**src/lpht_pkg.sv**
```systemverilog
// Shared types and constants of the linear-probe hash table.
package lpht_pkg;

    localparam int KEY_W = 64;
    localparam int VAL_W = 32;
    localparam int CNT_W = 9;
    localparam int HASH_W = 32;
    localparam int OP_W = 2;

    // Table size; a power of two, so the home slot is the low hash bits.
    localparam int SLOTS = 256;
    localparam int SLOT_W = $clog2(SLOTS);

    localparam logic [HASH_W-1:0] FNV_BASIS = 32'h811C_9DC5;
    localparam logic [HASH_W-1:0] FNV_PRIME = 32'h0100_0193;
    localparam logic [CNT_W-1:0] FILL_LIMIT_RESET = 9'd192;

    localparam logic [OP_W-1:0] OP_INSERT = 2'd0;
    localparam logic [OP_W-1:0] OP_LOOKUP = 2'd1;
    localparam logic [OP_W-1:0] OP_REMOVE = 2'd2;
    localparam logic [OP_W-1:0] OP_UNUSED = 2'd3;

    typedef enum logic [3:0] {
        C_IDLE,
        C_CLEAR,
        C_LOAD,
        C_HASH,
        C_MOD,
        C_PROBE_RD,
        C_PROBE_CHK,
        C_SHIFT_RD,
        C_SHIFT_CHK,
        C_FREE,
        C_DONE
    } t_cmd;

    typedef struct packed {
        logic clear_last;
        logic hash_last;
        logic op_none;
        logic probe_end;
        logic remove_hit;
        logic shift_done;
        logic shift_stop;
        logic out_busy;
    } t_status;

endpackage

```
**src/lpht_ctrl.sv**
```systemverilog
// Controller: sequences clearing, hashing, probing and backward-shift deletion.
module lpht_ctrl (
    input  logic                i_clk,
    input  logic                i_rst_n,
    input  logic                i_in_valid,
    output logic                o_in_ready,
    input  lpht_pkg::t_status   i_status,
    output lpht_pkg::t_cmd      o_cmd
);

    typedef enum logic [3:0] {
        S_CLEAR, S_IDLE, S_HASH, S_MOD, S_PRD, S_PCHK, S_SRD, S_SCHK, S_FREE, S_DONE
    } t_state;

    t_state r_state, n_state;
    logic   r_ready;

    always_comb begin
        n_state = r_state;
        o_cmd   = lpht_pkg::C_IDLE;
        case (r_state)
            S_CLEAR: begin
                o_cmd = lpht_pkg::C_CLEAR;
                if (i_status.clear_last) n_state = S_IDLE;
            end
            S_IDLE: begin
                if (i_in_valid && r_ready) begin
                    o_cmd   = lpht_pkg::C_LOAD;
                    n_state = S_HASH;
                end
            end
            S_HASH: begin
                o_cmd = lpht_pkg::C_HASH;
                if (i_status.hash_last) n_state = S_MOD;
            end
            S_MOD: begin
                o_cmd   = lpht_pkg::C_MOD;
                n_state = i_status.op_none ? S_DONE : S_PRD;
            end
            S_PRD: begin
                o_cmd   = lpht_pkg::C_PROBE_RD;
                n_state = S_PCHK;
            end
            S_PCHK: begin
                o_cmd = lpht_pkg::C_PROBE_CHK;
                if (!i_status.probe_end) n_state = S_PRD;
                else if (i_status.remove_hit) n_state = S_SRD;
                else n_state = S_DONE;
            end
            S_SRD: begin
                if (i_status.shift_done) begin
                    n_state = S_FREE;
                end else begin
                    o_cmd   = lpht_pkg::C_SHIFT_RD;
                    n_state = S_SCHK;
                end
            end
            S_SCHK: begin
                if (i_status.shift_stop) begin
                    n_state = S_FREE;
                end else begin
                    o_cmd   = lpht_pkg::C_SHIFT_CHK;
                    n_state = S_SRD;
                end
            end
            S_FREE: begin
                o_cmd   = lpht_pkg::C_FREE;
                n_state = S_DONE;
            end
            S_DONE: begin
                o_cmd = lpht_pkg::C_DONE;
                if (!i_status.out_busy) n_state = S_IDLE;
            end
            default: begin
                n_state = S_IDLE;
            end
        endcase
    end

    always_ff @(posedge i_clk) begin
        if (!i_rst_n) begin
            r_state <= S_CLEAR;
            r_ready <= 1'b0;
        end else begin
            r_state <= n_state;
            r_ready <= (n_state == S_IDLE);
        end
    end

    assign o_in_ready = r_ready;

endmodule

```
**config.mk**
```make
export PLATFORM = sky130hd
export DESIGN_NAME = lpht_ctrl
export DESIGN_NICKNAME = d
export VERILOG_FILES = /design/src/lpht_pkg.sv /design/src/lpht_ctrl.sv
export SDC_FILE = /design/constraint.sdc
export NUM_CORES = 1
export LEC_CHECK = 0
export BUFFER_PORTS_ARGS = -buffer_cell sky130_fd_sc_hd__buf_2
export CORE_AREA = 2 2 39 41
export DETAILED_ROUTE_END_ITERATION = 7
export DIE_AREA = 0 0 41 43
export GPL_ROUTABILITY_DRIVEN = 0
export PLACE_DENSITY_LB_ADDON = 0.1
export REMOVE_ABC_BUFFERS = 1
export SETUP_SLACK_MARGIN = 0.3
export SYNTH_ARGS = -nofsm -noshare
export SYNTH_HDL_FRONTEND = slang
export SYNTH_SLANG_ARGS = --single-unit
```
**constraint.sdc**
```tcl
create_clock -name i_clk -period 1.47 [get_ports i_clk]
set_input_delay 0.3675 -clock i_clk [delete_from_list [all_inputs] [get_ports i_clk]]
set_output_delay 0.3675 -clock i_clk [all_outputs]
set_load 0.02 [all_outputs]
```
==> impl_metrics.csv <==
group,metric,value,unit
layout,final_cell_mix,"24 x buf_4, 11 x buf_2, 8 x nor2_1",
floorplanning,start_util,37.4,%
layout,stdcell_area,896,um2
clocking,path_clk_slew,0.04,ns
synth,yosysSeqAreaShare,19.3,%
grt,grt_pass1_wl,2410,um
sta,clock_skew,0.00314,ns
synth,synth_mux_area_share,1.93,%
layout,layout.cells.non_filler,128,
floorplanning,dieHeight,43,um
synth,ys_warn_count,0,
setup_path,cp-start-kind,"flop",
grt,antenna_found_initial,0,
floorplanning,core,1380,um2
sta,setup_viol,5,
floorplanning,dieArea,1760,um2
setup_path,crit_type,"reg -> out",
floorplanning,die_x,41,um
clocking,root_buffer,"clkbuf_4",
power,swShare,37.6,%
clocking,clkSinkCount,5,
sta,max_freq,592,MHz
route,firstDrtPassIters,4,
setup_path,arrival,1.32,ns
clocking,cts_tree,"built",
layout,areaGrowthSynthToFinish,72.9,%
setup_path,end_kind,"primary output",
clocking,numCtsBuffers,3,
grt,grt_max_degree,11,
route,wire_per_inst,12.7,um
sta,fin_crit,1.69,ns
synth,postSynthAreaPerCell,7.10,um2
power,p_comb_share,64.6,%
synth,synthAdderAreaFrac,0,%
clocking,postCtsHoldBufs,0,
power,p_switching,0.000375,W
synth,synth-seq-cells,5,
sta,hold_viol,0,
sta,post-route-period-util,115,%
place,port-buffer-count,15,
setup_path,critical_path.cell_chain,"or2b_1, buf_4, o211ai_1, buf_4",
setup_path,required,1.10,ns
route,viasPerCell,5.17,
layout,drive_gt1_share,53.6,%
synth,synthDistinctLibCells,37,
sta,tightest_slew,0.359,ns
hold_path,hp-class,"in -> reg",
synth,synthesis.area,518,um2
place,dpl.cell_count,116,
setup_path,critPathMostFrequentCell,"buf_4",
power,internal_power,0.000622,W
power,cellPowerDensity,1110,nW/um2
sta,worst_slack,-0.221,ns
sta,grt_setup_unrepaired,"yes",
grt,grt_overflow,0,
setup_path,rr_startpoint,"r_state[0]",
layout,num_antenna_cells,0,
route,vias,662,
synth,synth_compound_area_share,29.7,%
clocking,htreeDepth,1,
sta,final_max_slew_viol_count,0,
layout,nets,124,
synth,yosys.area_share.simple,37.9,%
route,antenna_left,0,
grt,grt_pass1_vias,605,
power,power_frac_clock,15.2,%
run,max-cap-violations,0,
layout,layout_commonest_cell,"buf_4",
place,dpl.hpwl,1130,um
run_status,failed_checks,"negative setup slack",
clocking,cts.path.max_buffers,2,
setup_path,path_max_fanout,4,
place,placed_cell_area,707,um2
power,seqPwrFrac,20.2,%
power,peakVddDrop,0.899,mV
place,dp_slack,-0.0408,ns
route,drc,0,
sta,maxSlewHeadroom,75.7,%
route,first_iter_violations,12,
floorplanning,rows,14,
hold_path,min_from,"i_rst_n",
synth,synth-xor-area-share,1.69,%
route,wl,1630,um
setup_path,crit_start,"r_state[0]",
clocking,clock_latency,0.23,ns
floorplanning,pin_count,16,
setup_path,max_stage_delay,0.34,ns
power,cellLeakagePower,0.404,nW
run_status,outcome,"complete, but fails checks",
synth,synth_top_family_by_area,"simple AND/OR/NAND/NOR gates",
synth,synth_cells,73,
grt,grt_use_total,19.4,%
setup_path,crit_slowest_cell,"dfxtp_2",
==> area by class of cell <==
class	count	area (um2)
clock buffer	4	26.3
fill	124	488
inverter	4	15.0
multi-input combinational	59	419
sequential	5	106
tap	16	20.0
timing repair buffer	40	309
==> final timing paths <==
path | endpoint | slack [ns] | cells after the start
min reg2reg | r_state[0] | 0.79 | 3
max | o_cmd[1] | -0.22 | 4
max reg2reg | o_in_ready | -0.03 | 6
min | r_state[3] | 0.39 | 2
==> cell families (layout without fill, tap and decap cells) <==
group,Yosys count,count (layout)
mux,1,1
buf+inv,9,48
flops,5,5
compound gates,22,22
xor+xnor,1,1
simple gates,35,35
==> timing repair <==
| item | 4_1_cts | 5_1_grt |
|---|---|---|
| gates cloned | 0 | 1 |
| setup endpoints to repair | 9 | 9 |
| pin swaps | 3 | 3 |
| hold endpoints to repair | 0 | 0 |
| buffers inserted | 2 | 5 |
| resized for setup | 10 | 17 |
==> cell usage after synthesis <==
library cell   n  area [um2]
nand2_1        7        26.3
nor2_1        10        37.5
o311ai_0       2        17.5
o21ai_1        1        5.00
buf_6          1        11.3
o22ai_1        1        6.26
a2bb2oi_1      1        8.76
mux2i_1        1        10.0
a31oi_1        1        6.26
nor4b_2        1        15.0
inv_2          3        11.3
buf_4          1        7.51
buf_2          3        15.0
nand2b_1       2        12.5
nand3b_1       1        7.51
nand4b_1       1        8.76
o211ai_1       2        15.0
a32oi_1        1        8.76
nor3_1         1        5.00
o21ai_0        4        20.0
or2b_1         1        7.51
a21o_1         1        7.51
o31a_1         1        8.76
nand4bb_1      1        11.3
o41ai_1        1        8.76
or3_1          1        6.26
nor2b_1        3        18.8
nor4bb_1       1        10.0
o31ai_1        1        7.51
nand3_1        1        5.00
a221oi_1       1        8.76
and2_1         4        25.0
a311o_1        1        10.0
inv_1          1        3.75
a21oi_1        3        15.0
xnor2_1        1        8.76
dfxtp_1        5         100
==> per-layer routing <==
layer	vias up	global-route usage, %	routed length (um)
met1	289	25.5	702
li1	346	-	-
met4	0	8.00	36
met5	-	0	0
met2	23	30.9	812
met3	4	1.57	76
==> power by group through the flow <==
stage	Sequential, W	Combinational, W	Clock (W)
global placement	0.000196	0.000477	0
finish	0.000202	0.000644	0.000151
CTS	0.000192	0.000536	0.000158
detailed placement	0.000196	0.000482	0
floorplan	0.000238	0.000239	0
global route	0.000208	0.000694	0.000170
==> flip-flops by register name, indices dropped and copies added (netlist names) <==
name	count
r_state	4
o_in_ready	1
==> metrics by stage <==
stage | setup TNS, ns | hold slack [ns] | total power (W) | util [%]
floorplan | -0.484 | 0.489 | 0.000476 | -
global placement | -0.0565 | 0.627 | 0.000673 | 51.1
detailed placement | -0.0641 | 0.636 | 0.000677 | 51.1
CTS | -0.676 | 0.394 | 0.000886 | 55.8
global route | -1.21 | 0.394 | 0.00107 | 64.7
finish | -0.695 | 0.389 | 0.000997 | 64.7
==> worst max-delay path, delay by kind of cell (launching register included) <==
kind | cells | cell delay (ns)
and+or+nand+nor | 1 | 0.25
DFF | 1 | 0.34
buffers and inverters | 2 | 0.33
AOI/OAI and AO/OA | 1 | 0.17
Power figures use the tool's default switching activity.
